<file path="src/rtl/lhb_pkg.sv">
// Shared types and constants for the label hash bucket block.
package lhb_pkg;

	localparam int unsigned HASH_W  = 32;
	localparam int unsigned BYTE_W  = 8;
	localparam int unsigned SIZE_W  = 16;
	localparam int unsigned CNT_W   = $clog2(HASH_W);

	localparam logic [HASH_W-1:0] HASH_MULT = 32'h0000_0492;
	localparam logic [CNT_W-1:0]  DIV_LAST  = CNT_W'(HASH_W - 1);

	// Controller commands to the datapath
	typedef struct packed {
		logic hash_step;  // fold a nonzero byte into the hash
		logic div_start;  // load dividend from hash, clear hash
		logic div_step;   // one restoring divide step
		logic out_load;   // capture remainder (zero when the table size is zero) into the output register
	} lhb_cmd_t;

	// Datapath status to the controller
	typedef struct packed {
		logic byte_zero;  // current input byte ends the label
	} lhb_stat_t;

endpackage

</file>
<file path="src/rtl/lhb_dp.sv">
// Datapath: running hash, table size register, bit-serial divider, output register.
module lhb_dp (
	input  logic                         clk,
	input  logic                         arst_n,
	input  lhb_pkg::lhb_cmd_t            cmd,
	output lhb_pkg::lhb_stat_t           stat,
	input  logic [lhb_pkg::BYTE_W-1:0]   char_code,
	input  logic                         cfg_wr,
	input  logic [lhb_pkg::SIZE_W-1:0]   cfg_data,
	output logic [lhb_pkg::SIZE_W-1:0]   bucket_index
);
	import lhb_pkg::*;

	logic [HASH_W-1:0] hash_q;
	logic [HASH_W-1:0] dvd_q;
	logic [SIZE_W-1:0] rem_q;
	logic [SIZE_W-1:0] tsize_q;
	logic [SIZE_W-1:0] bucket_q;
	logic [SIZE_W:0]   trial;
	logic [SIZE_W:0]   diff;
	logic              fits;

	assign stat.byte_zero = (char_code == '0);

	// Restoring step: shift in next dividend bit, subtract when it fits
	assign trial = {rem_q, dvd_q[HASH_W-1]};
	assign diff  = trial - {1'b0, tsize_q};
	assign fits  = (trial >= {1'b0, tsize_q});

	always_ff @(posedge clk or negedge arst_n) begin
		if (!arst_n) begin
			hash_q  <= '0;
			tsize_q <= SIZE_W'(1);
		end else begin
			if (cfg_wr) begin
				tsize_q <= cfg_data;
			end
			if (cmd.div_start) begin
				hash_q <= '0;
			end else if (cmd.hash_step) begin
				hash_q <= hash_q * HASH_MULT + {{(HASH_W-BYTE_W){1'b0}}, char_code};
			end
		end
	end

	always_ff @(posedge clk) begin
		if (cmd.div_start) begin
			dvd_q <= hash_q;
			rem_q <= '0;
		end else if (cmd.div_step) begin
			dvd_q <= {dvd_q[HASH_W-2:0], 1'b0};
			rem_q <= fits ? diff[SIZE_W-1:0] : trial[SIZE_W-1:0];
		end
		if (cmd.out_load) begin
			bucket_q <= (tsize_q == '0) ? '0 : rem_q;
		end
	end

	assign bucket_index = bucket_q;

endmodule

</file>
<file path="src/rtl/lhb_ctrl.sv">
// Controller: input/output handshakes, divide sequencing and step count.
module lhb_ctrl (
	input  logic                 clk,
	input  logic                 arst_n,
	input  logic                 in_valid,
	output logic                 in_stall,
	output logic                 out_valid,
	input  logic                 out_stall,
	input  lhb_pkg::lhb_stat_t   stat,
	output lhb_pkg::lhb_cmd_t    cmd
);
	import lhb_pkg::*;

	typedef enum logic [2:0] {
		ST_IDLE = 3'b001,
		ST_DIV  = 3'b010,
		ST_LOAD = 3'b100
	} lhb_state_t;

	lhb_state_t       state_q;
	lhb_state_t       state_d;
	logic [CNT_W-1:0] cnt_q;
	logic             out_valid_q;
	logic             in_acc;
	logic             out_free;

	assign in_stall = (state_q != ST_IDLE);
	assign in_acc   = in_valid && !in_stall;
	assign out_free = !out_valid_q || !out_stall;

	always_comb begin
		state_d       = state_q;
		cmd.hash_step = 1'b0;
		cmd.div_start = 1'b0;
		cmd.div_step  = 1'b0;
		cmd.out_load  = 1'b0;
		case (state_q)
			ST_IDLE: begin
				if (in_acc) begin
					if (stat.byte_zero) begin
						cmd.div_start = 1'b1;
						state_d       = ST_DIV;
					end else begin
						cmd.hash_step = 1'b1;
					end
				end
			end
			ST_DIV: begin
				cmd.div_step = 1'b1;
				if (cnt_q == DIV_LAST) begin
					state_d = ST_LOAD;
				end
			end
			ST_LOAD: begin
				// hold the remainder until the output register frees up
				if (out_free) begin
					cmd.out_load = 1'b1;
					state_d      = ST_IDLE;
				end
			end
			default: begin
				state_d = ST_IDLE;
			end
		endcase
	end

	always_ff @(posedge clk or negedge arst_n) begin
		if (!arst_n) begin
			state_q     <= ST_IDLE;
			cnt_q       <= '0;
			out_valid_q <= 1'b0;
		end else begin
			state_q <= state_d;
			if (cmd.div_step) begin
				cnt_q <= cnt_q + CNT_W'(1);
			end
			if (cmd.out_load) begin
				out_valid_q <= 1'b1;
			end else if (!out_stall) begin
				out_valid_q <= 1'b0;
			end
		end
	end

	assign out_valid = out_valid_q;

	a_start_enters_div: assert property (@(posedge clk) disable iff (!arst_n)
		cmd.div_start |=> (state_q == ST_DIV) && (cnt_q == '0))
		else $error("divide did not start from a zero step count");

	a_idle_count_zero: assert property (@(posedge clk) disable iff (!arst_n)
		(state_q == ST_IDLE) |-> (cnt_q == '0))
		else $error("step count not cleared after divide");

	a_no_overwrite: assert property (@(posedge clk) disable iff (!arst_n)
		(out_valid_q && out_stall) |-> !cmd.out_load)
		else $error("result loaded over a stalled result");

	a_state_onehot: assert property (@(posedge clk) disable iff (!arst_n)
		$onehot(state_q))
		else $error("controller state lost its one-hot code");

endmodule

</file>
<file path="src/rtl/label_hash_bucket.sv">
// Top level of the label hash bucket block: controller plus datapath.
//
//  channel | signals                       | direction | beat when
//  --------+-------------------------------+-----------+--------------------------
//  in      | in_valid, in_stall, char_code | into blk  | in_valid && !in_stall
//  out     | out_valid, out_stall,         | out of blk| out_valid && !out_stall
//          | bucket_index                  |           |
//  cfg     | cfg_valid, cfg_ready, cfg_data| into blk  | cfg_valid && cfg_ready
//
// A nonzero byte is folded into the hash by one constant multiply-add.
// A zero byte is accepted, runs 32 steps of the one-bit restoring divider and
// then loads the output register before the next beat is taken.
// A stalled result waits in the output register while new bytes keep folding
// into the hash; only the load of the next remainder waits on the stall.
// Reset (arst_n low) clears the hash, sets table_size to 1 and empties output.
module label_hash_bucket (
	input  logic                         clk,
	input  logic                         arst_n,
	input  logic                         in_valid,
	output logic                         in_stall,
	input  logic [lhb_pkg::BYTE_W-1:0]   char_code,
	output logic                         out_valid,
	input  logic                         out_stall,
	output logic [lhb_pkg::SIZE_W-1:0]   bucket_index,
	input  logic                         cfg_valid,
	output logic                         cfg_ready,
	input  logic [lhb_pkg::SIZE_W-1:0]   cfg_data
);
	import lhb_pkg::*;

	lhb_cmd_t  cmd;
	lhb_stat_t stat;

	// The table size register takes a write in any cycle
	assign cfg_ready = 1'b1;

	lhb_ctrl u_ctrl (
		.clk       (clk),
		.arst_n    (arst_n),
		.in_valid  (in_valid),
		.in_stall  (in_stall),
		.out_valid (out_valid),
		.out_stall (out_stall),
		.stat      (stat),
		.cmd       (cmd)
	);

	lhb_dp u_dp (
		.clk          (clk),
		.arst_n       (arst_n),
		.cmd          (cmd),
		.stat         (stat),
		.char_code    (char_code),
		.cfg_wr       (cfg_valid && cfg_ready),
		.cfg_data     (cfg_data),
		.bucket_index (bucket_index)
	);

endmodule
</file>
<file path="config.mk">
export PLATFORM = sky130hd
export DESIGN_NAME = label_hash_bucket
export DESIGN_NICKNAME = d
export VERILOG_FILES = /design/src/rtl/lhb_pkg.sv /design/src/rtl/lhb_dp.sv /design/src/rtl/lhb_ctrl.sv /design/src/rtl/label_hash_bucket.sv
export SDC_FILE = /design/constraint.sdc
export NUM_CORES = 1
export LEC_CHECK = 0
export BUFFER_PORTS_ARGS = -buffer_cell sky130_fd_sc_hd__buf_4
export CAP_MARGIN = 20
export CORE_ASPECT_RATIO = 1.2
export CORE_MARGIN = 2
export CORE_UTILIZATION = 50
export DETAILED_ROUTE_END_ITERATION = 8
export PLACE_DENSITY = 0.75
export SKIP_CTS_REPAIR_TIMING = 1
export SLEW_MARGIN = 20
export SYNTH_ARGS = -nofsm -noshare
export SYNTH_HDL_FRONTEND = slang
export SYNTH_SLANG_ARGS = --single-unit
</file>
<file path="constraint.sdc">
create_clock -name clk -period 6.7 [get_ports clk]
set_input_delay 1.34 -clock clk [delete_from_list [all_inputs] [get_ports clk]]
set_output_delay 1.34 -clock clk [all_outputs]
set_load 0.02 [all_outputs]
</file>
* Word-level counts from Yosys, hierarchy flattened
Index checks and enable logic that the tools add are counted.
** Storage, ports and cells
- Register bits after elaboration :: 121
- Input port bits :: 29
- Output and inout bits :: 19
- Logic and storage cells :: 52
** Operators by class
- Add/sub/neg operators :: 3
- Multipliers :: 1
- Order comparisons :: 1
- Eq/ne operators :: 10
- Muxes and demuxes :: 19
- Reductions and logical operators :: 10
** Operators by type and width (count)
- 32-bit two-way mux :: 4
- 32-bit by 8-bit adder with 32-bit output :: 1
- 32-bit by 10-bit multiplier with 31-bit output (second input constant) :: 1
- 17-bit by 16-bit >= comparator with 1-bit output :: 1
- 16-bit logical NOT :: 1
- 16-bit two-way mux :: 1
- 16-bit subtractor :: 1
- 3-bit two-way mux :: 4
- 3-bit case mux with 3 select lines :: 1
- 8-bit logical NOT :: 1
- 2-bit by 1-bit != test with 1-bit output (second input constant) :: 4
- 1-bit two-way mux :: 7
- 5-bit by 1-bit adder with 5-bit output (second input constant) :: 1
- 5-bit equality test (second input constant) :: 1
- 2-bit two-way mux :: 2
- 4-bit AND reduction :: 1
- 2-bit nonzero test :: 2
- 3-bit by 1-bit equality test with 1-bit output (second input constant) :: 1
- 3-bit by 2-bit equality test with 1-bit output (second input constant) :: 1
- 3-bit equality test (second input constant) :: 1
- 1-bit logical NOT :: 3
- 3-bit by 1-bit != test with 1-bit output (second input constant) :: 1
- 2-bit != test (second input constant) :: 1
- 1-bit logical AND :: 1
- 1-bit logical OR :: 1

* Longest topological paths before layout
- Depth in word-level cells :: 7
- Gate-level depth with buffers :: 20
- Depth with buffers taken out :: 19

* By module
A second synthesis with hierarchy kept.
** Second synthesis, totals
- Cell total of the unflattened synthesis :: 1023
- Area total of the unflattened synthesis :: 9939.5 µm²
** Modules (own cells, without submodules)
- lhb_dp :: instances 1, cells each 985, area an instance 9500.4 µm²
- lhb_ctrl :: instances 1, cells each 36, area an instance 427.9 µm²
- label_hash_bucket :: instances 1, cells each 2, area an instance 11.3 µm²

* Worst setup path before layout
No wires, ideal clock.
- Path kind :: reg-to-reg
- Start point :: register u_dp.hash_q[2]
- End point :: register u_dp.hash_q[30]
- Library setup time :: 0.120 ns
- Data arrival time :: 4.811 ns
- Required time :: 6.580 ns
- Path slack :: 1.769 ns
- Stages on the path, launching flop included :: 21
- Buffers on the path :: 1
- Cell sequence :: dfrtp_1 > ha_1 > inv_1 > fa_1 > inv_1 > ha_1 > inv_1 > fa_1 > inv_1 > ha_1 > clkbuf_1 > o21a_1 > or2_0 > a21boi_1 > o31ai_1 > xor2_1 > nand4_1 > nor4_2 > nand4_1 > xor2_1 > a31o_1
** Between the ends
- Word-level cells in the longest chain between the ends :: 4
** RTL lines
- from (decl) :: line lhb_dp.sv:14 : logic [HASH_W-1:0] hash_q;
- from (signal assigned) :: line lhb_dp.sv:41 : hash_q <= hash_q * HASH_MULT + {{(HASH_W-BYTE_W){1'b0}}, char_code};
- 32-bit by 10-bit multiplier with 31-bit output :: line lhb_dp.sv:41
- 32-bit by 8-bit adder with 32-bit output :: line lhb_dp.sv:41
- 32-bit two-way mux :: line lhb_dp.sv:40 : end else if (cmd.hash_step) begin
- 32-bit two-way mux :: line lhb_dp.sv:38 : if (cmd.div_start) begin
No other way between the ends. The select of a mux whose other input is x is not followed.
A chain may end at the register's enable or synchronous reset.

* Final worst setup path
- Start point :: register u_dp.hash_q[4]
- End point :: register u_dp.hash_q[30]
The elaborated chain is that of the path after synthesis.

==> flow_summary_export.csv <==
group,metric,value,unit
timing,slew_headroom,29.0,%
synth,synth_edf_count,48,
placed_design,numPortBuffers,46,
route,drt_pass1_iterations,5,
placed_design,gp_congestion,0.844,
critical_path,reg2reg_slack,1.23,ns
critical_path,cp.required,7.00,ns
critical_path,r2r_end,"u_dp.hash_q[30]",
critical_path,cp_cell_sequence,"ha_1, inv_1, fa_1, inv_1, ha_1, fa_1, ha_1, a21oi_1, nand3_1, a21oi_1, o31ai_1, xor2_1, nand4_1, nor4_2, nand4_1, xor2_1, a31o_1",
placed_design,dpl.cell_count,1309,
timing,post-route-period-util,81.6,%
route,route.detailed.drc,0,
route,wl_per_cell,15.8,um
route,viasPerCell,5.48,
timing,tns,0,ns
cells_and_area,drive_gt1_share,11.6,%
cells_and_area,antenna_cells,0,
min_path,hold_depth,1,
synth,syn_area,0.00965,mm^2
timing,hold_violations,0,
outcome,status,"finished clean",
synth,synth_top_cell_by_area,"edfxtp_1",
placed_design,hpwl,16600,um
clock_tree,numCtsBuffers,17,
clock_tree,clk_pin_slew,0.05,ns
critical_path,r2r_cells,17,
synth,yosysUniqueCellTypes,81,
critical_path,worstSetupPathDepth,17,
timing,setup_viol,0,
critical_path,max_stage_delay,0.53,ns
die,die_h,156,um
min_path,hold_path_end,"u_ctrl.cnt_q[3]",
cells_and_area,area_growth,12.3,%
synth,synth_async_sr_flop_share,47.1,%
synth,synth_warnings,0,
critical_path,crit_buf_inv,2,
global_route,grt_pass1_vias,7291,
clock_tree,cts.sinks,121,
synth,synth_ff_type,"dfrtp_1",
global_route,antenna_found_initial,0,
critical_path,worst_setup_path_end_kind,"register",
global_route,grt_usage,22.0,%
synth,synth_area_leaders,"edfxtp_1 (15%), dfrtp_1 (14%), ha_1 (12%)",
min_path,min_path_type,"reg -> reg",
run,maxCapViolations,0,
die,ios,48,
cells_and_area,post-route-util,57.3,%
cells_and_area,nets,1241,
route,drtIter0Drc,445,
critical_path,cp_slowest_cell,"nor4_2",
timing,fin_skew,0.00714,ns
critical_path,startpoint_type,"register",
critical_path,startpoint,"u_dp.hash_q[4]",
die,start_util,51.0,%
die,rows,55,
clock_tree,clockRootBuffer,"clkbuf_16",
global_route,grt.overflow.total,0,
timing,slew_violations,0,
critical_path,criticalPathCategory,"reg -> reg",
min_path,worstHoldStart,"u_ctrl.cnt_q[3]",
critical_path,crit_fanout,7,
route,vias,7344,
critical_path,crit_top_cell,"ha_1",
route,detail-route-antenna-nets,0,
synth,yosysTopAreaCellShare,14.9,%
timing,tightest_slew,1.05,ns
timing,fmaxAchievable,183,MHz
synth,syn_avg_cell_area,9.38,um^2
global_route,grt_max_degree,58,
synth,synth_fp_nets,1198,
synth,seq_area_frac_synth,33.1,%
die,dieArea,0.0204,mm^2
timing,rsz0062_at_grt,"false",
clock_tree,tritoncts,"done",
die,coreArea,0.0189,mm^2
route,wl,21100,um
timing,period_needed,5.47,ns
critical_path,critical_path.top_delay_family,"adder cells",
critical_path,reg2reg_from,"u_dp.hash_q[4]",
global_route,grt_pass1_wl,35400,um
clock_tree,clockBufferDepth,2,
synth,synth_cells,1029,
cells_and_area,fin_cells,1341,
clock_tree,clk_latency,0.41,ns
synth,ys_ff_latch,121,
clock_tree,cts_max_level,4,
critical_path,cp_data_arrival_time,5.77,ns
die,die_w,131,um
[worst reg2reg max path: cells and delay by family (launching register included)]
family / cells / cell delay, ns
compound gates: 4 / 1.08
xor+xnor: 2 / 0.49
fa+ha+maj: 5 / 2.12
buf+inv: 2 / 0.13
flops: 1 / 0.43
simple gates: 4 / 1.11
[logic make-up after synthesis]
group / after synthesis / share of synthesized area, %
compound gates: 222 / 14.5
xor+xnor: 64 / 5.89
fa+ha+maj: 140 / 21.7
buf+inv: 178 / 7.03
flops: 121 / 33.1
mux: 26 / 2.84
other cells: 1 / 0.0389
simple gates: 277 / 15.0
[layer usage]
| metal | GRT usage (%) | vias to the layer above | wire [um] |
|---|---|---|---|
| li1 | - | 3626 | - |
| met1 | 28.1 | 3518 | 9240 |
| met2 | 38.1 | 163 | 10800 |
| met3 | 3.94 | 37 | 610 |
| met4 | 6.28 | 0 | 497 |
| met5 | 0 | - | 0 |
[per-stage QoR]
step	worst slack, ns	hold slack (ns)	area (um^2)
2_1_floorplan	1.77	0.439	9650
3_3_place_gp	1.37	0.456	10300
3_5_place_dp	1.29	0.458	10300
4_1_cts	1.28	0.476	10800
5_1_grt	0.932	0.503	10800
6_report	1.23	0.470	10800
[registers in the layout (all words and copies together), names as in the netlist]
signal,flops
u_ctrl.out_valid,1
u_dp.hash_q,32
u_ctrl.state_q,3
u_dp.bucket_index,16
u_dp.dvd_q,32
u_dp.tsize_q,16
u_dp.rem_q,16
u_ctrl.cnt_q,5
[synth_stat cells, types with 13 or more instances]
master	n
inv_1	146
nand2_1	111
ha_1	95
o21ai_0	84
dfrtp_1	55
a21oi_1	49
edfxtp_1	48
fa_1	45
xnor2_1	37
nor2_1	32
clkbuf_1	26
xor2_1	26
and2_1	25
dfxtp_1	16
nand3_1	16
o22ai_1	16
mux2i_1	15
nand4_1	15
a21o_1	13
[cell type report]
class / count / area (um^2)
fillers: 1599 / 8090
multi-input cells: 730 / 5780
clock inverters: 14 / 156
clock buffers: 18 / 429
flip-flops and latches: 121 / 3190
repair buffers: 54 / 405
well taps: 256 / 320
inverters: 148 / 556
[cell usage in the layout, fill, tap and decap left out, types with 5 or more instances in the layout]
cell type | netlist | final
nand2b_1 | 7 | 7
fa_1 | 45 | 45
and2_1 | 25 | 25
xor2_1 | 26 | 26
edfxtp_1 | 48 | 48
nand3_1 | 16 | 16
buf_4 | 2 | 54
or3b_2 | 5 | 5
nor3_1 | 11 | 11
a21oi_1 | 49 | 49
nor4_1 | 6 | 6
nor2b_1 | 10 | 10
clkbuf_16 | 0 | 17
mux2_2 | 11 | 11
nand4_1 | 15 | 15
a31oi_1 | 5 | 5
xnor2_1 | 37 | 37
o22ai_1 | 16 | 16
inv_1 | 146 | 146
mux2i_1 | 15 | 15
or2_2 | 5 | 5
o21a_1 | 5 | 5
o31ai_1 | 9 | 9
or3_1 | 5 | 5
and3_1 | 7 | 7
a21o_1 | 13 | 13
o21ai_0 | 84 | 84
nand2_1 | 111 | 111
dfxtp_1 | 16 | 16
nor2_1 | 32 | 32
dfrtp_1 | 55 | 55
ha_1 | 95 | 95
[how the worst max path moves through the flow]
| stage | end | slack, ns |
|---|---|---|
| after global routing | u_dp.hash_q[30] | 0.93 |
| after floorplan | u_dp.hash_q[30] | 1.77 |
| after CTS | u_dp.hash_q[30] | 1.28 |
| final | u_dp.hash_q[30] | 1.23 |
| after global placement | u_dp.hash_q[30] | 1.37 |
| after detailed placement | u_dp.hash_q[30] | 1.29 |
Power is left out: the tool's default activity adds up to more than one toggle a clock period on the data nets, which glitch-free logic cannot reach.
